<file path="src/sv/tqcs_ram.sv">
module tqcs_ram #(
    parameter int WIDTH = 8,
    parameter int DEPTH = 16,
    localparam int AW = (DEPTH > 1) ? $clog2(DEPTH) : 1
) (
    input  logic             i_clk,
    input  logic             i_we,
    input  logic [AW-1:0]    i_waddr,
    input  logic [WIDTH-1:0] i_wdata,
    input  logic [AW-1:0]    i_raddr,
    output logic [WIDTH-1:0] o_rdata
);

    logic [WIDTH-1:0] r_mem [DEPTH];

    always_ff @(posedge i_clk) begin
        if (i_we) begin
            r_mem[i_waddr] <= i_wdata;
        end
        o_rdata <= r_mem[i_raddr];
    end

endmodule

</file>
<file path="config.mk">
export PLATFORM = sky130hd
export DESIGN_NAME = tqcs_ram
export DESIGN_NICKNAME = d
export VERILOG_FILES = /design/src/sv/tqcs_ram.sv
export SDC_FILE = /design/constraint.sdc
export NUM_CORES = 1
export LEC_CHECK = 0
export BUFFER_PORTS_ARGS = -buffer_cell sky130_fd_sc_hd__clkbuf_2
export CAP_MARGIN = 10
export CORE_MARGIN = 8
export CORE_UTILIZATION = 55
export CTS_BUF_LIST = sky130_fd_sc_hd__clkbuf_4 sky130_fd_sc_hd__clkbuf_8
export DETAILED_ROUTE_END_ITERATION = 8
export MAX_ROUTING_LAYER = met4
export PLACE_DENSITY = 0.74
export SLEW_MARGIN = 20
export SYNTH_ARGS = -nofsm -noshare
export SYNTH_HDL_FRONTEND = slang
export SYNTH_SLANG_ARGS = --single-unit
</file>
<file path="constraint.sdc">
create_clock -name i_clk -period 4.78 [get_ports i_clk]
set_clock_uncertainty 0.2 [all_clocks]
set_input_delay 1.195 -clock i_clk [delete_from_list [all_inputs] [get_ports i_clk]]
set_output_delay 1.195 -clock i_clk [all_outputs]
set_load 0.01 [all_outputs]
</file>
After elaboration in Yosys (flattened, before gate mapping)
Memory sizes are Yosys's and may differ from the RTL's. A register that Yosys moved wholly into a read port is not among the register bits.
Index checks and enable logic that the tools add are counted.
- input port bits: 18
- bits in registers: 0
- output and inout bits: 8
- memory bits (writable): 128
- memories: 1
- muxes and demuxes: 2
- memories (memory ; words ; width ; rd ports ; clocked after memory_dff ; write ports ; line ; source):
    r_mem ; 16 ; 8 ; 1 ; 1 ; 1 ; 14 ; logic [WIDTH-1:0] r_mem [DEPTH];
- operators with widths (operator ; count):
    1-bit 2-to-1 mux ; 2

Logic depth before layout (Yosys ltp)
Gate-level depths: netlist (run 1).
- depth after elaboration: 2
- depth in mapped cells: 5
- mapped depth without buffers: 3

Worst setup path before layout (run 1)
Ideal clock, no wire load.
- path type: input to register
- start: input port i_waddr[2]
- end: memory r_mem[0][0], enable pin
- arrival time: 2305 ps
- buffers on the path: 0
- library setup time: 383 ps
- setup slack: 1892 ps
- required time: 4197 ps
- cell stages on the path: 2
- cell sequence: or3b_2 nor3_1
- RTL lines (element ; line ; source):
    start: declaration ; 8 ; input logic [AW-1:0] i_waddr,
    end: declaration ; 14 ;
Straight into the memory's write port.

==> results of run 1 <==
## cells in the mapped netlist (all sizes together)
cell type and instances:
a22oi 16, dfxtp 8, mux4 32, nor2 13
and2b 1, nor3 4, nand2 9, buf 7
edfxtp 128, or3b 1, nand3b 2, nor2b 1
nand3 1, clkdlybuf4s25 3, and2 1, nand2b 2
## area by class of cell
type | count | area, µm² | area share (%)
clock buffer | 17 | 234 | 4.04
clock inverter | 15 | 190 | 3.28
multi-input combinational | 83 | 1060 | 18.2
sequential | 136 | 4000 | 69.1
tap | 111 | 139 | 2.40
timing repair buffer | 31 | 170 | 2.94
## layout by cell type (no fill, tap or decap), types with 2 or more instances in the layout
master,count
a22oi_1,16
buf_4,6
bufinv_16,3
clkbuf_2,25
clkbuf_8,17
clkinv_4,3
clkinvlp_4,2
dfxtp_1,8
edfxtp_1,128
inv_6,5
mux4_1,14
mux4_2,18
nand2_1,9
nand2b_1,2
nand3b_1,2
nor2_1,13
nor3_1,4
## report_power, final
part / leakage (µW) / switching, µW / internal (µW) / total, µW
Clock: 0.000208 / 450 / 528 / 977
Combinational: 0.000505 / 67.8 / 48.9 / 117
Sequential: 0.00122 / 8.51 / 1330 / 1340
## through the flow
step | total power [µW] | utilization, % | std cells
after detailed placement | 1490 | 58.7 | 361
after global placement | 1480 | 58.7 | 361
after floorplan | 1440 | - | 229
after CTS | 2450 | 63.3 | 393
final | 2430 | 63.3 | 393
after global routing | 2500 | 63.3 | 393
## critical path, stage by stage
cell      delay (ns)
clkbuf_2        0.52
buf_4           0.31
mux4_1          0.55
a22oi_1         0.26
nand2_1         0.09
## state kept, by name (all words and copies together), names as in the netlist
register and count:
o_rdata 8, r_mem 128
## cell families (layout without fill, tap and decap cells)
kind of cell	after synthesis	count (layout)
flip-flops	136	136
AND/OR/NAND/NOR	35	35
multiplexers	32	32
AO/OA/AOI/OAI	16	16
buffers and inverters	10	63
## worst max-delay path by stage
stage                   to        from
6_report        o_rdata[3]  i_raddr[0]
5_1_grt         o_rdata[1]  i_raddr[0]
4_1_cts         o_rdata[3]  i_raddr[0]
3_5_place_dp    o_rdata[3]  i_raddr[0]
3_3_place_gp    o_rdata[3]  i_raddr[0]
2_1_floorplan  r_mem[0][0]  i_waddr[2]
## layer usage
metal | global-route usage [%] | share of wire, % | vias up
met4 | 6.03 | 1.1 | 0
met1 | 20.0 | 42 | 1210
li1 | - | - | 1056
met2 | 24.5 | 49 | 94
met3 | 4.79 | 7.5 | 8
met5 | - | 0 | -
==> flow_summary.json, run 1 <==
{
  "slew_violations": 0,
  "path_max_fanout": 19,
  "ys_warn_count": 0,
  "syn_inst": 229,
  "wl_per_cell_um": 23.6,
  "synth-adder-area-share_pct": 0,
  "syn_to_final_growth_pct": 12.6,
  "synth-xor-area-share_pct": 0,
  "synthMuxAreaShare_pct": 15.0,
  "synth-compound-area-share_pct": 2.33,
  "die_w_um": 113,
  "portBuffers": 25,
  "max_cap_viol_count": 0,
  "grt_util_all_layers_pct": 16.0,
  "synth_area_um2": 5150,
  "routed-via-count": 2368,
  "min_period_ns": 2.84,
  "cp_data_arrival_time_ns": 2.95,
  "clk_pin_slew_worst_paths_ns": 0.08,
  "period_share_pct": 59.3,
  "reg2regPathDepth": 3,
  "crit_path_end_kind": "flip-flop",
  "cts_tree": "done",
  "synth-simple-area-share_pct": 3.18,
  "required_ns": 4.90,
  "h-tree-depth": 4,
  "whs_endpoint": "o_rdata[2]",
  "ys_seq_area_share_pct": 77.8,
  "place_hpwl_um": 6170,
  "gp_congestion": 0.711,
  "final.setup.tns_ns": 0,
  "synth_top_area_share_pct": 74.7,
  "finalWirelength_um": 9270,
  "min_path_cells": 3,
  "grt_max_degree": 33,
  "drive_above_1_share_pct": 28.7,
  "reg2reg_to": "o_rdata[4]",
  "cts_inserted_buffers": 17,
  "fill_cells": 581,
  "maxSlewHeadroom_pct": 37.9,
  "ys_ff_latch": 136,
  "die_y_um": 113,
  "dpl_worst_slack_ns": 1.44,
  "antenna_found_initial": 0,
  "cp-start-kind": "input pin",
  "start_util_pct": 56.2,
  "yosys-top-cells-area": "edfxtp_1 75%, mux4_2 7.9%, mux4_1 7.1%, dfxtp_1 3.1%, a22oi_1 2.3%",
  "synth_area_leader_cell": "edfxtp_1",
  "ys_types": 19,
  "worstSetupPathType": "input pin to flip-flop",
  "r2r_setup_slack_ns": 3.18,
  "setup_violations": 0,
  "rsz0062_at_grt": "no",
  "irDropWorstVdd_uv": 171,
  "syn_avg_cell_area_um2": 22.5,
  "outcome": "finished, final reports clean",
  "drtAntennaViolNets": 0,
  "cts_resized": 0,
  "clockBufferDepth": 2,
  "ios": 26,
  "hold_violations": 0,
  "drt_pass1_iterations": 4,
  "first_global_vias": 2471,
  "p_leak_uw": 0.00194,
  "dieArea_um2": 12700,
  "hold_slack_ns": 0.473,
  "placed_area_um2": 5370,
  "drc": 0,
  "ctsHoldBuffers": 0,
  "r2r-start": "r_mem[3][4]",
  "cts_root_buffer": "clkbuf_8",
  "hp-start": "r_mem[14][2]",
  "powerDensity_nw_per_um2": 420,
  "core_um2": 9150,
  "post_cts_buffers": 0,
  "clkSinkCount": 136,
  "synth_top_family_by_area": "multiplexers",
  "worstMarginPinSlew_ns": 0.929,
  "layout_setup_ws_ns": 1.94,
  "synth_fp_nets": 247,
  "nNetsFinal": 287,
  "diodes": 0,
  "clock_latency_ns": 0.43,
  "grt_pass1_wl_um": 14100,
  "max_freq_ghz": 0.353,
  "fin_area_um2": 5790,
  "overflow": 0,
  "vias_per_cell": 6.03,
  "fp-row-count": 35,
  "hold_path_class": "flip-flop to flip-flop",
  "drt_iter0_markers": 189
}
No activity file was read; power rests on OpenSTA's default activity.
==> run 2, diff against run 1 <==
--- a/config.mk
+++ b/config.mk
@@ -5,6 +5,7 @@
 export SDC_FILE = /design/constraint.sdc
 export NUM_CORES = 1
 export LEC_CHECK = 0
+export ABC_AREA = 1
 export BUFFER_PORTS_ARGS = -buffer_cell sky130_fd_sc_hd__clkbuf_2
 export CAP_MARGIN = 10
 export CORE_MARGIN = 8
@@ -12,7 +13,7 @@
 export CTS_BUF_LIST = sky130_fd_sc_hd__clkbuf_4 sky130_fd_sc_hd__clkbuf_8
 export DETAILED_ROUTE_END_ITERATION = 8
 export MAX_ROUTING_LAYER = met4
-export PLACE_DENSITY = 0.74
+export PLACE_DENSITY = 0.76
 export SLEW_MARGIN = 20
 export SYNTH_ARGS = -nofsm -noshare
 export SYNTH_HDL_FRONTEND = slang
==> constraint.sdc (replaced) <==
create_clock -name i_clk -period 2.4 [get_ports i_clk]
set_clock_uncertainty 0.2 [all_clocks]
set_input_delay 0.6 -clock i_clk [delete_from_list [all_inputs] [get_ports i_clk]]
set_output_delay 0.6 -clock i_clk [all_outputs]
set_load 0.01 [all_outputs]
==> flow_summary.json, run 2 <==
{
  "outcome": "finished, final reports clean",
  "gp_congestion": 0.892,
  "irDropWorstVdd_uv": 386,
  "antenna_found_initial": 0,
  "grt_util_all_layers_pct": 18.8,
  "fp-row-count": 37,
  "vias_per_cell": 5.23,
  "r2r_setup_slack_ns": 1.16,
  "cp-start-kind": "flip-flop",
  "reg_top3": "r_mem: 128 flops, o_rdata: 8 flops",
  "drtAntennaViolNets": 0,
  "cts_inserted_buffers": 17,
  "max_stage_delay_ns": 0.37,
  "drive_above_1_share_pct": 13.2,
  "synth_area_um2": 5770,
  "drt_iter0_markers": 395,
  "multi_input_area_um2": 1210,
  "dieArea_um2": 14000,
  "synth_top_area_share_pct": 66.7,
  "core_um2": 10200,
  "rsz0062_at_grt": "no",
  "drt_pass1_iterations": 6,
  "dp_cells": 709,
  "powerDensity_nw_per_um2": 735,
  "regMostFlops": "r_mem",
  "portBuffers": 25,
  "ctsHoldBuffers": 0,
  "fill_cells": 801,
  "routed-via-count": 3876,
  "worstMarginPinSlew_ns": 0.605,
  "period_share_pct": 72.9,
  "ys_top_cells_by_count": "173 x nand2_1, 128 x edfxtp_1, 100 x inv_1",
  "place_hpwl_um": 7740,
  "finalWirelength_um": 12600,
  "syn_inst": 551,
  "maxSlewHeadroom_pct": 59.6,
  "syn_to_final_growth_pct": 11.7,
  "synth_fp_nets": 569,
  "seqCellArea_um2": 4000,
  "path_max_fanout": 1,
  "clockBufferDepth": 2,
  "cp_data_arrival_time_ns": 0.95,
  "grt_max_degree": 65,
  "path_delay_family": "flip-flops",
  "setup_violations": 0,
  "synth_edf_count": 128,
  "yosys-top-cells-area": "edfxtp_1 67%, nand2_1 11%, nand3_1 8.4%, inv_1 6.5%, dfxtp_1 2.8%",
  "syn_avg_cell_area_um2": 10.5,
  "fin_cells": 741,
  "ys_ff_latch": 136,
  "crit_path_cell_trace": "clkbuf_2",
  "cts_tree": "done",
  "die_w_um": 118,
  "p_leak_uw": 0.00283,
  "first_global_vias": 3757,
  "overflow": 0,
  "synth.most_common_cell": "nand2_1",
  "clkSinkCount": 136,
  "required_ns": 1.60,
  "crit_path_end_kind": "output pin",
  "die_y_um": 118,
  "clock_latency_ns": 0.43,
  "ys_seq_area_share_pct": 69.4,
  "ios": 26,
  "worstSetupPathType": "flip-flop to output pin",
  "hold_path_class": "input pin to flip-flop",
  "crit_buf_inv": 1,
  "max_freq_ghz": 0.571,
  "layout_commonest_cell": "nand2_1",
  "most-common-layout-cells": "173 x nand2_1, 128 x edfxtp_1, 100 x inv_1",
  "cts_resized": 0,
  "max_cap_viol_count": 0,
  "diodes": 0,
  "drc": 0,
  "largest_reg_flops": 128,
  "slew_violations": 0,
  "wl_per_cell_um": 17.0,
  "cpMaxStageDelayCell": "dfxtp_1",
  "h-tree-depth": 4,
  "start_util_pct": 56.4,
  "ys_types": 12,
  "hold_violations": 0,
  "grt_pass1_wl_um": 19600,
  "final.setup.tns_ns": 0,
  "dominantRegCellSynth": "edfxtp_1",
  "synthArstFlopShare_pct": 0,
  "clk_pin_slew_worst_paths_ns": 0.07,
  "nNetsFinal": 610,
  "ys_warn_count": 0,
  "min_period_ns": 1.75,
  "post_cts_buffers": 0,
  "cts_root_buffer": "clkbuf_8",
  "utilization_pct": 63.0,
  "synth_area_leader_cell": "edfxtp_1"
}
-- run 2: changes by cell type in the layout (fill, tap and decap cells not counted), moves of 14 or more --
cell / before / now
a22oi_1: 16 / 0
buf_4: 6 / 20
inv_1: 0 / 100
mux4_1: 14 / 0
mux4_2: 18 / 0
nand2_1: 9 / 173
nand3_1: 1 / 97
-- run 2: per-stage QoR --
| step | total power [µW] | area (µm²) | hold slack, ns | worst slack (ns) |
|---|---|---|---|---|
| floorplan | 2910 | 5770 | 0.407 | 0.649 |
| global placement | 3030 | 6070 | 0.445 | 0.463 |
| detailed placement | 3040 | 6070 | 0.446 | 0.466 |
| CTS | 4750 | 6440 | 0.334 | 0.640 |
| global route | 4870 | 6440 | 0.352 | 0.616 |
| finish | 4730 | 6440 | 0.341 | 0.650 |
-- run 2: where the power goes --
group	total (µW)	leakage, µW	switching [µW]	internal (µW)
Combinational	322	0.00141	228	93.8
Clock	1740	0.000195	805	934
Sequential	2670	0.00122	17.3	2650
Total	4730	0.00283	1050	3680
-- run 2: path summary, 6_finish.rpt --
path	startpoint	to	cells after the start
max	o_rdata[3]	o_rdata[3]	1
min	i_raddr[3]	o_rdata[4]	3
max reg2reg	r_mem[6][4]	o_rdata[4]	6
min reg2reg	r_mem[12][5]	o_rdata[5]	6
-- run 2: area by class of cell --
| cell class | instances | area share [%] |
|---|---|---|
| sequential | 136 | 62.2 |
| tap | 136 | 2.64 |
| clock buffer | 29 | 5.52 |
| inverter | 102 | 5.94 |
| multi-input combinational | 289 | 18.8 |
| clock inverter | 3 | 0.311 |
| timing repair buffer | 46 | 4.58 |
-- run 2: cell families after synthesis --
logic type             share of synthesized area, %
AND/OR/NAND/NOR                                21.0
buffers and inverters                          9.52
flip-flops                                     69.4
-- run 2: routing by layer --
layer	part of all wire (%)	routed length (µm)	up-vias	global-route usage (%)
met5	0	0	-	-
met4	1.8	227	0	6.25
met3	7.8	983	20	4.85
met2	49	6130	195	29.9
met1	42	5280	1808	23.1
li1	-	-	1853	-
==> run 3, diff against run 2 <==
--- a/config.mk
+++ b/config.mk
@@ -13,7 +13,7 @@
 export CTS_BUF_LIST = sky130_fd_sc_hd__clkbuf_4 sky130_fd_sc_hd__clkbuf_8
 export DETAILED_ROUTE_END_ITERATION = 8
 export MAX_ROUTING_LAYER = met4
-export PLACE_DENSITY = 0.76
+export PLACE_DENSITY = 0.73
 export SLEW_MARGIN = 20
 export SYNTH_ARGS = -nofsm -noshare
 export SYNTH_HDL_FRONTEND = slang
==> constraint.sdc (replaced) <==
create_clock -name i_clk -period 1.8 [get_ports i_clk]
set_clock_uncertainty 0.2 [all_clocks]
set_input_delay 0.45 -clock i_clk [delete_from_list [all_inputs] [get_ports i_clk]]
set_output_delay 0.45 -clock i_clk [all_outputs]
set_load 0.01 [all_outputs]
==> flow_summary.json, run 3 (synthesis results as in run 2) <==
{
  "outcome": "finished, final reports clean",
  "dp_cells": 713,
  "wl_per_cell_um": 17.0,
  "path_delay_family": "flip-flops",
  "first_global_vias": 3828,
  "hold_path_class": "input pin to flip-flop",
  "p_leak_uw": 0.00287,
  "die_y_um": 118,
  "drive_above_1_share_pct": 13.6,
  "powerDensity_nw_per_um2": 1010,
  "drt_pass1_iterations": 4,
  "nNetsFinal": 614,
  "routed-via-count": 3921,
  "worstSetupPathType": "flip-flop to output pin",
  "maxSlewHeadroom_pct": 71.5,
  "setup_violations": 0,
  "core_um2": 10200,
  "max_freq_ghz": 0.631,
  "clockBufferDepth": 2,
  "start_util_pct": 56.4,
  "regMostFlops": "r_mem",
  "crit_path_end_kind": "output pin",
  "most-common-layout-cells": "173 x nand2_1, 128 x edfxtp_1, 100 x inv_1",
  "crit_path_cell_trace": "clkbuf_2",
  "drt_iter0_markers": 489,
  "drtAntennaViolNets": 0,
  "grt_max_degree": 65,
  "portBuffers": 25,
  "required_ns": 1.15,
  "die_w_um": 118,
  "cts_inserted_buffers": 17,
  "fin_cells": 745,
  "layout_commonest_cell": "nand2_1",
  "clock_latency_ns": 0.44,
  "grt_pass1_wl_um": 19900,
  "h-tree-depth": 4,
  "ios": 26,
  "ctsHoldBuffers": 0,
  "period_share_pct": 88.1,
  "rsz0062_at_grt": "no",
  "dieArea_um2": 14000,
  "max_cap_viol_count": 0,
  "largest_reg_flops": 128,
  "gp_congestion": 0.868,
  "cp-start-kind": "flip-flop",
  "r2r_setup_slack_ns": 0.57,
  "grt_util_all_layers_pct": 19.1,
  "hold_slack_ns": 0.283,
  "final.setup.tns_ns": 0,
  "finalWirelength_um": 12700,
  "finalPower_uw": 6620,
  "fp-row-count": 37,
  "irDropWorstVdd_uv": 692,
  "path_max_fanout": 1,
  "clk_pin_slew_worst_paths_ns": 0.09,
  "reg_top3": "r_mem: 128 flops, o_rdata: 8 flops",
  "min_period_ns": 1.59,
  "drc": 0,
  "cts_tree": "done",
  "max_stage_delay_ns": 0.36,
  "hold_violations": 0,
  "vias_per_cell": 5.26,
  "crit_buf_inv": 1,
  "overflow": 0,
  "worstMarginPinSlew_ns": 0.428,
  "cpMaxStageDelayCell": "dfxtp_1",
  "clkSinkCount": 136,
  "layout_setup_ws_ns": 0.215,
  "diodes": 0,
  "cts_resized": 0,
  "slew_violations": 0,
  "cp_data_arrival_time_ns": 0.94,
  "syn_to_final_growth_pct": 13.6,
  "cts_root_buffer": "clkbuf_8",
  "post_cts_buffers": 0,
  "place_hpwl_um": 7920,
  "antenna_found_initial": 0,
  "dpl_worst_slack_ns": 0.0882
}
[run 3: stage by stage]
stage               utilization [%]  cell area [µm²]
floorplan                         -             5770
global placement               59.9             6130
detailed placement             59.9             6130
CTS                            64.1             6550
global route                   64.1             6550
finish                         64.1             6550
[run 3: layer usage]
layer,GRT usage (%),part of all wire [%]
met5,-,0
met4,8.70,2.7
met3,4.24,6.6
met2,28.8,47
met1,24.3,43
[run 3: final timing paths]
path,from,end,cells after the start
max,o_rdata[7],o_rdata[7],1
min,i_raddr[3],o_rdata[1],4
max reg2reg,r_mem[6][4],o_rdata[4],6
min reg2reg,r_mem[15][4],o_rdata[4],6
[run 3: cell type report]
cell class	instances	area, µm²
multi-input cells	289	1210
repair buffers	50	363
flip-flops and latches	136	4000
inverters	102	383
well taps	136	170
clock inverters	14	173
clock buffers	18	248
fillers	810	3680
[run 3: tightest hold or removal path: stages]
cell and delay [ns]:
clkbuf_2 0.12, buf_4 0.18, nand3_1 0.08, nand2_1 0.05
[run 3: power breakdown]
| group | total (µW) | leakage (µW) | internal [µW] | switching (µW) |
|---|---|---|---|---|
| sequential | 3560 | 0.00122 | 3540 | 21.7 |
| combinational | 451 | 0.00144 | 141 | 310 |
| clock | 2610 | 0.000200 | 1420 | 1190 |
| total | 6620 | 0.00287 | 5090 | 1520 |
