## src/sv/tqcs_pkg.sv

```systemverilog
package tqcs_pkg;

    localparam int NUM_TAXELS = 128;
    localparam int TAXEL_AW   = (NUM_TAXELS > 1) ? $clog2(NUM_TAXELS) : 1;

    localparam int TAXEL_W  = 7;
    localparam int SAMPLE_W = 16;
    localparam int COEF_W   = 64;
    localparam int SMOOTH_W = 48;
    localparam int CURVE_W  = 32;

    localparam logic signed [COEF_W-1:0] ONE_Q32 = 64'sh0000_0001_0000_0000;

    // alpha = 9830/65536, keep = 1 - alpha
    localparam logic [13:0] ALPHA_Q16 = 14'd9830;
    localparam logic [15:0] KEEP_Q16  = 16'd55706;

    // output queue; credits bound everything in flight to its depth
    localparam int OUT_DEPTH = 8;
    localparam int OUT_AW    = 3;
    localparam int CREDIT_W  = 4;

    localparam int CFG_AW = 5;

    localparam logic KIND_SAMPLE = 1'b0;
    localparam logic KIND_CAL    = 1'b1;

    typedef enum logic [2:0] {
        REG_FIRST_REF,
        REG_SECOND_REF,
        REG_THIRD_REF,
        REG_NOISE_FLOOR,
        REG_OUTPUT_CEIL
    } t_reg_idx;

    typedef struct packed {
        logic signed [COEF_W-1:0] square;
        logic signed [COEF_W-1:0] linear;
        logic signed [COEF_W-1:0] offset;
    } t_coef;

    typedef struct packed {
        logic [TAXEL_W-1:0]  taxel;
        logic [SAMPLE_W-1:0] pressure;
    } t_result;

endpackage

```

## src/sv/tqcs_fit.sv

```systemverilog
module tqcs_fit (
    input  logic                  i_clk,
    input  logic                  i_rst_n,
    input  logic                  i_start,
    input  logic [15:0]           i_x0,
    input  logic [15:0]           i_x1,
    input  logic [15:0]           i_x2,
    input  logic [15:0]           i_y0,
    input  logic [15:0]           i_y1,
    input  logic [15:0]           i_y2,
    output logic                  o_done,
    output tqcs_pkg::t_coef       o_coef
);

    localparam int OPA_W = 18;
    localparam int OPB_W = 51;
    localparam int PROD_W = OPA_W + OPB_W;
    localparam int ACC_W = 70;
    localparam int DIV_W = ACC_W + 32;
    localparam int CNT_W = $clog2(DIV_W);
    localparam int COEF_W_L = tqcs_pkg::COEF_W;

    typedef enum logic [4:0] {
        ST_IDLE, ST_T0, ST_DET, ST_Q12, ST_Q02, ST_Q01,
        ST_M12, ST_R12, ST_M02, ST_R02, ST_M01, ST_R01,
        ST_NA0, ST_NA1, ST_NA2, ST_NB0, ST_NB1, ST_NB2,
        ST_NC0, ST_NC1, ST_NC2, ST_DIV_LD, ST_DIV
    } t_state;

    typedef enum logic [1:0] {SEL_SQUARE, SEL_LINEAR, SEL_OFFSET} t_sel;

    t_state r_state;
    t_sel   r_sel;

    logic [15:0] r_x0, r_x1, r_x2, r_y0, r_y1, r_y2;
    logic signed [OPB_W-1:0] r_t0, r_det, r_q12, r_q02, r_q01, r_m, r_r12, r_r02, r_r01;
    logic signed [ACC_W-1:0] r_acc;

    logic [DIV_W-1:0]  r_dvd;
    logic [OPB_W:0]    r_rem;
    logic [OPB_W-1:0]  r_dmag;
    logic              r_neg;
    logic [CNT_W-1:0]  r_cnt;

    logic signed [OPA_W-1:0]  x0, x1, x2, y0, y1, y2, d01, d02, d12, s01, s02, s12;
    logic signed [OPA_W-1:0]  ma;
    logic signed [OPB_W-1:0]  mb;
    logic signed [PROD_W-1:0] prod;
    logic signed [ACC_W-1:0]  prod_x;

    logic signed [ACC_W-1:0]  n_num;
    logic [ACC_W-1:0]         n_mag;
    logic [OPB_W:0]           n_trial;
    logic                     n_ge;
    logic [OPB_W:0]           n_rem;
    logic [DIV_W-1:0]         n_dvd;
    logic signed [COEF_W_L-1:0] n_q;

    assign x0  = $signed({2'b00, r_x0});
    assign x1  = $signed({2'b00, r_x1});
    assign x2  = $signed({2'b00, r_x2});
    assign y0  = $signed({2'b00, r_y0});
    assign y1  = $signed({2'b00, r_y1});
    assign y2  = $signed({2'b00, r_y2});
    assign d01 = x0 - x1;
    assign d02 = x0 - x2;
    assign d12 = x1 - x2;
    assign s01 = x0 + x1;
    assign s02 = x0 + x2;
    assign s12 = x1 + x2;

    always_comb begin
        ma = '0;
        mb = '0;
        case (r_state)
            ST_T0:  begin ma = d01; mb = OPB_W'(d02); end
            ST_DET: begin ma = d12; mb = r_t0; end
            ST_Q12: begin ma = d12; mb = OPB_W'(s12); end
            ST_Q02: begin ma = d02; mb = OPB_W'(s02); end
            ST_Q01: begin ma = d01; mb = OPB_W'(s01); end
            ST_M12: begin ma = x1; mb = OPB_W'(x2); end
            ST_R12: begin ma = d12; mb = r_m; end
            ST_M02: begin ma = x0; mb = OPB_W'(x2); end
            ST_R02: begin ma = d02; mb = r_m; end
            ST_M01: begin ma = x0; mb = OPB_W'(x1); end
            ST_R01: begin ma = d01; mb = r_m; end
            ST_NA0: begin ma = y0; mb = OPB_W'(d12); end
            ST_NA1: begin ma = y1; mb = OPB_W'(d02); end
            ST_NA2: begin ma = y2; mb = OPB_W'(d01); end
            ST_NB0: begin ma = y0; mb = r_q12; end
            ST_NB1: begin ma = y1; mb = r_q02; end
            ST_NB2: begin ma = y2; mb = r_q01; end
            ST_NC0: begin ma = y0; mb = r_r12; end
            ST_NC1: begin ma = y1; mb = r_r02; end
            ST_NC2: begin ma = y2; mb = r_r01; end
            default: begin ma = '0; mb = '0; end
        endcase
    end

    assign prod   = ma * mb;
    assign prod_x = ACC_W'(prod);

    // the linear numerator carries an extra negation
    assign n_num = (r_sel == SEL_LINEAR) ? -r_acc : r_acc;
    assign n_mag = n_num[ACC_W-1] ? ACC_W'(-n_num) : ACC_W'(n_num);

    // restoring division, one quotient bit per cycle
    assign n_trial = {r_rem[OPB_W-1:0], r_dvd[DIV_W-1]};
    assign n_ge    = n_trial >= {1'b0, r_dmag};
    assign n_rem   = n_ge ? n_trial - {1'b0, r_dmag} : n_trial;
    assign n_dvd   = {r_dvd[DIV_W-2:0], n_ge};

    always_comb begin
        if (r_neg) begin
            if (|n_dvd[DIV_W-1:COEF_W_L-1]) begin
                n_q = {1'b1, {(COEF_W_L-1){1'b0}}};
            end else begin
                n_q = -$signed(n_dvd[COEF_W_L-1:0]);
            end
        end else begin
            if (|n_dvd[DIV_W-1:COEF_W_L-1]) begin
                n_q = {1'b0, {(COEF_W_L-1){1'b1}}};
            end else begin
                n_q = $signed(n_dvd[COEF_W_L-1:0]);
            end
        end
    end

    always_ff @(posedge i_clk) begin
        if (!i_rst_n) begin
            r_state <= ST_IDLE;
            r_sel   <= SEL_SQUARE;
            o_done  <= 1'b0;
        end else begin
            o_done <= 1'b0;
            case (r_state)
                ST_IDLE: begin
                    if (i_start) begin
                        r_x0 <= i_x0;
                        r_x1 <= i_x1;
                        r_x2 <= i_x2;
                        r_y0 <= i_y0;
                        r_y1 <= i_y1;
                        r_y2 <= i_y2;
                        r_state <= ST_T0;
                    end
                end
                ST_T0:  begin r_t0 <= prod[OPB_W-1:0]; r_state <= ST_DET; end
                ST_DET: begin r_det <= prod[OPB_W-1:0]; r_state <= ST_Q12; end
                ST_Q12: begin
                    if (r_det == '0) begin
                        // coinciding readings: identity curve
                        o_coef.square <= '0;
                        o_coef.linear <= tqcs_pkg::ONE_Q32;
                        o_coef.offset <= '0;
                        o_done  <= 1'b1;
                        r_state <= ST_IDLE;
                    end else begin
                        r_q12   <= prod[OPB_W-1:0];
                        r_state <= ST_Q02;
                    end
                end
                ST_Q02: begin r_q02 <= prod[OPB_W-1:0]; r_state <= ST_Q01; end
                ST_Q01: begin r_q01 <= prod[OPB_W-1:0]; r_state <= ST_M12; end
                ST_M12: begin r_m <= prod[OPB_W-1:0]; r_state <= ST_R12; end
                ST_R12: begin r_r12 <= prod[OPB_W-1:0]; r_state <= ST_M02; end
                ST_M02: begin r_m <= prod[OPB_W-1:0]; r_state <= ST_R02; end
                ST_R02: begin r_r02 <= prod[OPB_W-1:0]; r_state <= ST_M01; end
                ST_M01: begin r_m <= prod[OPB_W-1:0]; r_state <= ST_R01; end
                ST_R01: begin r_r01 <= prod[OPB_W-1:0]; r_state <= ST_NA0; end
                ST_NA0: begin r_acc <= prod_x; r_state <= ST_NA1; end
                ST_NA1: begin r_acc <= r_acc - prod_x; r_state <= ST_NA2; end
                ST_NA2: begin
                    r_acc   <= r_acc + prod_x;
                    r_sel   <= SEL_SQUARE;
                    r_state <= ST_DIV_LD;
                end
                ST_NB0: begin r_acc <= prod_x; r_state <= ST_NB1; end
                ST_NB1: begin r_acc <= r_acc - prod_x; r_state <= ST_NB2; end
                ST_NB2: begin
                    r_acc   <= r_acc + prod_x;
                    r_sel   <= SEL_LINEAR;
                    r_state <= ST_DIV_LD;
                end
                ST_NC0: begin r_acc <= prod_x; r_state <= ST_NC1; end
                ST_NC1: begin r_acc <= r_acc - prod_x; r_state <= ST_NC2; end
                ST_NC2: begin
                    r_acc   <= r_acc + prod_x;
                    r_sel   <= SEL_OFFSET;
                    r_state <= ST_DIV_LD;
                end
                ST_DIV_LD: begin
                    r_dvd   <= {n_mag, 32'h0};
                    r_rem   <= '0;
                    r_dmag  <= r_det[OPB_W-1] ? OPB_W'(-r_det) : OPB_W'(r_det);
                    r_neg   <= n_num[ACC_W-1] ^ r_det[OPB_W-1];
                    r_cnt   <= '0;
                    r_state <= ST_DIV;
                end
                ST_DIV: begin
                    r_dvd <= n_dvd;
                    r_rem <= n_rem;
                    r_cnt <= r_cnt + 1'b1;
                    if (r_cnt == CNT_W'(DIV_W - 1)) begin
                        case (r_sel)
                            SEL_SQUARE: begin
                                o_coef.square <= n_q;
                                r_state <= ST_NB0;
                            end
                            SEL_LINEAR: begin
                                o_coef.linear <= n_q;
                                r_state <= ST_NC0;
                            end
                            default: begin
                                o_coef.offset <= n_q;
                                o_done  <= 1'b1;
                                r_state <= ST_IDLE;
                            end
                        endcase
                    end
                end
                default: r_state <= ST_IDLE;
            endcase
        end
    end

endmodule

```

## config.mk

```make
export PLATFORM = sky130hd
export DESIGN_NAME = tqcs_fit
export DESIGN_NICKNAME = d
export VERILOG_FILES = /design/src/sv/tqcs_pkg.sv /design/src/sv/tqcs_fit.sv
export SDC_FILE = /design/constraint.sdc
export NUM_CORES = 2
export LEC_CHECK = 0
export BUFFER_PORTS_ARGS = -buffer_cell sky130_fd_sc_hd__buf_2
export CORE_MARGIN = 4
export CORE_UTILIZATION = 50
export CTS_CLUSTER_DIAMETER = 80
export DETAILED_ROUTE_END_ITERATION = 8
export PLACE_DENSITY = 0.62
export SLEW_MARGIN = 20
export SYNTH_ARGS = -nofsm -noshare
export SYNTH_HDL_FRONTEND = slang
export SYNTH_SLANG_ARGS = --single-unit
```

## constraint.sdc

```tcl
create_clock -name i_clk -period 27.6 [get_ports i_clk]
set_input_delay 1.38 -clock i_clk [delete_from_list [all_inputs] [get_ports i_clk]]
set_output_delay 1.38 -clock i_clk [all_outputs]
set_load 0.05 [all_outputs]
```

# After elaboration in Yosys (flattened, before gate mapping)
# Cells that the tools add are included.
# totals
ff_bits	1037
latch_bits	0
ramBits	0
romBits	0
inputBits	99
out_inout_bits	193
wordCells	142
memories	0
# classes
add_sub_neg	14
n_mul	1
div	0
magnitude_cmp	1
eq_ne	30
shift	0
n_mux	29
bitwise_logic	2
reduce_logical	37
# ops
operator	count
case mux 51 bit (16 select lines)	1
two-way mux 192 bit	2
two-way mux 64 bit	6
case mux 192 bit (2 select lines)	1
case mux 70 bit (3 select lines)	1
case mux 102 bit (2 select lines)	1
case mux 18 bit (8 select lines)	1
two-way mux 70 bit	2
negator 70 bit	2
case mux 5 bit (21 select lines)	1
case mux 51 bit (2 select lines)	1
adder 70 x 69 -> 70 bit	1
subtractor 70 x 69 -> 70 bit	1
multiplier 18 x 51 -> 69 bit	1
negator 64 bit	1
greater-or-equal comparator 52 x 51 -> 1 bit	1
adder 16 x 16 -> 17 bit	3
zero test 51 bit	1
two-way mux 51 bit	1
negator 51 bit	1
subtractor 16 x 16 -> 17 bit	3
subtractor 51 bit	1
two-way mux 50 bit	1
equality test 5 x 4 -> 1 bit, second input constant	8
28 further kinds	71

# Longest topological paths before layout
# logic_depth
ltp_word	7
ltp_mapped	62
mapped_depth_nobuf	57

# Worst setup path before layout
# OpenSTA, ideal clock, no wires.
# synth_timing
path_type	register -> register
start	register r_state[0]
end	register r_acc[69], data pin
setup_ps	261
arrival_ps	13701
t_required_ps	27339
setup_slack_ps	13638
path_stages_with_launch	60
n_path_buf	6
period_less_slack_ps	13962
cell_sequence	dfxtp_1 buf_4 clkbuf_1 buf_1 nand3_1 clkbuf_1 nand2_1 o21ai_0 ha_1 fa_1 nand3_1 a21oi_1 o21a_1 o21a_1 o211ai_1 a21oi_1 o21ai_0 nor2b_1 [... 24 more ...] or2_2 or4_4 o31ai_1 xnor2_1 ha_1 clkbuf_1 nand2_1 o21ai_0 a21o_1 a21oi_1 o21bai_1 a21o_1 nor3_1 a211oi_1 o311a_1 mux2i_1 a22oi_1 nand3_1
# synth_via
elab_chain_len	6
word_cells_on_any_way	36
classes_between	2 x add/sub; 1 x mul; 20 x eq/ne; 3 x mux; 10 x reduce/logical
# synth_lines
item	line_no	text
start: declaration	tqcs_fit.sv:32	t_state r_state;
start signal: assignment	tqcs_fit.sv:131	r_state <= ST_IDLE;
start signal: assignment	tqcs_fit.sv:145	r_state <= ST_T0;
start signal: assignment	tqcs_fit.sv:148	ST_T0: begin r_t0 <= prod[OPB_W-1:0]; r_state <= ST_DET; end
equality test 5 x 4 -> 1 bit (tied with other cells)	tqcs_fit.sv:75	case (r_state)
OR reduction 3 bit (no source line) / OR reduction 2 bit (equally long branches)	n/a	
case mux 51 bit (16 select lines) / case mux 18 bit (8 select lines) (equally long branches)	tqcs_fit.sv:75	
multiplier 18 x 51 -> 69 bit *	tqcs_fit.sv:100	assign prod = ma * mb;
net prod[49]	tqcs_fit.sv:48	logic signed [PROD_W-1:0] prod;
adder 70 x 69 -> 70 bit / subtractor 70 x 69 -> 70 bit (equally long branches)	n/a	
case mux 70 bit (3 select lines) *	tqcs_fit.sv:136	case (r_state)
end signal: assignment	tqcs_fit.sv:174	r_acc <= r_acc + prod_x;
end signal: assignment	tqcs_fit.sv:181	r_acc <= r_acc + prod_x;
end signal: assignment	tqcs_fit.sv:188	r_acc <= r_acc + prod_x;
end: declaration	tqcs_fit.sv:37	logic signed [ACC_W-1:0] r_acc;
# Mark *: on every way through the listed nets, which the timed path passes. The rest lies on a longest branch.
# A chain may end at the register's enable or synchronous reset.

# Final worst setup path
# layout_timing
start	register r_state[2]
end	register r_acc[69], data pin
# layout_via
elab_chain_len	6
word_cells_on_any_way	36
classes_between	2 x add/sub; 1 x mul; 20 x eq/ne; 3 x mux; 10 x reduce/logical
# layout_lines
item	line_no
equality test 5 x 4 -> 1 bit (tied with other cells)	tqcs_fit.sv:75
OR reduction 3 bit (no source line) / OR reduction 2 bit (equally long branches)	n/a
case mux 51 bit (16 select lines) / case mux 18 bit (8 select lines) (equally long branches)	tqcs_fit.sv:75
multiplier 18 x 51 -> 69 bit	tqcs_fit.sv:100
adder 70 x 69 -> 70 bit / subtractor 70 x 69 -> 70 bit (equally long branches)	n/a
case mux 70 bit (3 select lines) *	tqcs_fit.sv:136
# Mark *: on every way between the ends. The rest lies on a longest branch, timed or not.

==> results.py <==
metrics = {
    "floorplanning": {
        "die_w_microns": 427,
        "start_util_pct": 50.3,
        "std_cell_rows": 153,
        "die_h_microns": 427,
        "fp.dieArea_sq_um": 182000,
        "core_sq_um": 174000,
        "ioPinCount": 292,
    },
    "logic_synthesis": {
        "synth_edf_count": 1029,
        "synthFlopType": "edfxtp_1",
        "synthCells": 8715,
        "synth.distinct_cells": 102,
        "synth-async-reset-ratio_pct": 0,
        "ys_seq_area_share_pct": 35.4,
        "syn_area_per_cell_sq_um": 10.1,
        "yosysWarnings": 0,
        "syn-num-nets": 10100,
        "ys_ff_latch": 1037,
        "syn_area_sq_um": 87700,
    },
    "worst_setup_path": {
        "critPathRequiredTime_ns": 28.11,
        "cp_max_fo": 33,
        "path_class": "reg2reg",
        "crit_arrival_ns": 16.69,
        "start_kind": "flip-flop",
        "max_stage_delay_ns": 0.85,
        "reg2reg_slack_ns": 11.42,
        "endpoint_kind": "flip-flop",
        "rr_startpoint": "r_state[2]",
        "slowest_stage": "dfxtp_1",
        "critical_path.startpoint": "r_state[2]",
        "critPathMostFrequentCell": "fa_1",
    },
    "global_routing": {
        "grt_start_max_net_pins": 173,
        "grt.total_usage_pct": 28.8,
        "grt_pass1_vias": 66900,
        "antenna_found_initial": 5,
        "grt_overflow": 0,
        "grt_pass1_wl_microns": 404000,
    },
    "timing": {
        "rsz0062_at_grt": "false",
        "tightest_slew_ns": 1.24,
        "fin_skew_ns": 0.0902,
        "fin_crit_sh_pct": 58.6,
        "slew-limit-headroom_pct": 17.0,
        "fmax_mhz": 61.8,
        "setup_viol": 0,
        "min_period_ns": 16.18,
        "setup_tns_ns": 0,
        "hold_viol_final": 0,
        "drv_slew": 0,
    },
    "cts": {
        "clk_pin_slew_ns": 0.07,
        "hold_buffers": 0,
        "cts_made_buffers": 110,
        "cts_root_buf": "clkbuf_16",
        "cts_tree": "done",
        "postCtsResizedCells": 0,
        "clkLatencyLatePin_ns": 0.75,
        "clockBufferDepth": 3,
        "postCtsSetupBuffers": 0,
        "cts.sinks": 1037,
        "cts_max_level": 3,
    },
    "detailed_routing": {
        "viasPerCell": 5.93,
        "vias": 66900,
        "wl_per_cell_microns": 23.3,
        "ant_nets": 0,
        "wirelength_microns": 263000,
        "first_pass_iters": 8,
        "drt-initial-drc-count": 6578,
        "drc": 0,
    },
    "place": {
        "dp_hpwl_microns": 194000,
        "gp_congestion": 0.947,
        "portBuffers": 291,
    },
    "cells_and_area": {
        "nNetsFinal": 10200,
        "area_growth_pct": 9.18,
        "drive_above_1_share_pct": 8.83,
        "fillers": 15400,
    },
    "job": {
        "drv_cap": 0,
    },
    "hold_path": {
        "hold_class": "reg2reg",
        "hp-start": "r_det[0]",
    },
    "outcome": {
        "status": "complete, no violations",
    },
}
Yosys cell counts (33+ instances only):
cell type	number	area (sq um)
nor2b_1	43	269
a22oi_1	90	676
a222oi_1	45	450
fa_1	865	17300
and3_1	51	319
o31ai_1	64	480
clkbuf_1	386	1450
and2_1	219	1370
xnor2_1	345	3020
nor2_1	536	2010
a22o_1	37	324
a211oi_1	51	383
nand2_1	1111	4170
a221oi_1	42	368
nor4_1	47	294
edfxtp_1	1029	30900
nand3_1	115	576
o21ai_0	321	1610
a21oi_1	427	2140
xor2_1	153	1340
o21a_1	38	285
o21bai_1	41	308
nor3_1	125	626
ha_1	371	4640
or3_1	61	382
a31oi_1	97	607
nand2b_1	90	563
or4_1	34	255
inv_1	1098	4120
a21o_1	155	1160
nand4_1	67	419
or2_2	33	206
kinds of logic (layout without fill, tap and decap cells):
| kind of cell | Yosys count | after routing | synth area share (%) |
|---|---|---|---|
| buf+inv | 1527 | 1760 | 6.58 |
| other cells | 0 | 5 | 0 |
| xor+xnor | 498 | 498 | 4.97 |
| compound gates | 1719 | 1719 | 13.1 |
| simple gates | 2652 | 2652 | 14.4 |
| flops | 1037 | 1037 | 35.4 |
| mux | 46 | 46 | 0.566 |
| fa+ha+maj | 1236 | 1236 | 25.0 |
final cells by class:
| type | count | area, sq um | share of cell area, % |
|---|---|---|---|
| antenna | 5 | 12.5 | 0.0131 |
| clock buffer | 122 | 2840 | 2.97 |
| clock inverter | 85 | 856 | 0.894 |
| inverter | 1101 | 4130 | 4.32 |
| multi-input combinational | 6151 | 51300 | 53.5 |
| sequential | 1037 | 31100 | 32.4 |
| tap | 2325 | 2910 | 3.04 |
| timing repair buffer | 452 | 2680 | 2.80 |
critical path, delay by kind of cell (launching register included):
family / cells / cell delay (ns)
AO/OA/AOI/OAI: 18 / 4.13
XOR/XNOR: 1 / 0.20
adder cells (fa/ha/maj): 10 / 4.59
buffers and inverters: 5 / 0.50
flip-flops: 1 / 0.85
multiplexers: 1 / 0.10
AND/OR/NAND/NOR: 18 / 5.57
placed cells by master (no fill, tap or decap), types with 67 or more instances in the layout:
cell type  Yosys  routed
nand2_1     1111    1110
clkbuf_16      0     112
inv_1       1098    1098
xnor2_1      345     342
buf_4          4     160
a22oi_1       90      90
nor2_1       536     519
a31oi_1       97      97
xor2_1       153     153
nand4_1       67      67
nor3_1       125     114
o21ai_0      321     319
fa_1         865     865
ha_1         371     371
a21oi_1      427     424
nand2b_1      90      87
buf_2         16     291
edfxtp_1    1029    1029
a21o_1       155     153
nand3_1      115     111
and2_1       219     219
through the flow:
stage / util, % / hold WS (ns) / cell area, sq um / std cells / worst slack [ns]
2_1_floorplan: - / 0.477 / 87700 / 8715 / 13.64
3_3_place_gp: 52.8 / 0.522 / 92000 / 11100 / 11.91
3_5_place_dp: 52.8 / 0.534 / 92000 / 11100 / 11.62
4_1_cts: 54.9 / 0.541 / 95700 / 11300 / 11.60
5_1_grt: 55.0 / 0.565 / 95700 / 11300 / 10.25
6_report: 55.0 / 0.556 / 95700 / 11300 / 11.42
final timing paths:
path / end / cells past startpoint
worst min register to register: r_dmag[0] / 0
worst min-delay path: r_dmag[0] / 0
worst max register to register: r_acc[69] / 53
worst max-delay path: r_acc[69] / 53
layer usage:
| layer | share of wire (%) | up-vias | GRT usage [%] |
|---|---|---|---|
| met5 | 0 | - | 0 |
| met4 | 3.5 | 0 | 8.69 |
| met3 | 8.5 | 451 | 4.65 |
| met2 | 45 | 2883 | 46.0 |
| met1 | 43 | 33300 | 40.5 |
| li1 | - | 30200 | - |
sequential cells by signal, indices dropped and copies added (netlist names), 51 cells and up:
signal	flops
o_coef	192
r_dvd	102
r_acc	70
r_det	51
r_dmag	51
r_m	51
r_q01	51
r_q02	51
r_q12	51
r_r01	51
r_r02	51
r_r12	51
r_rem	51
r_t0	51
Power is not shown: default switching activity piles up to over one toggle a cycle in this logic, so the estimate is an artifact.
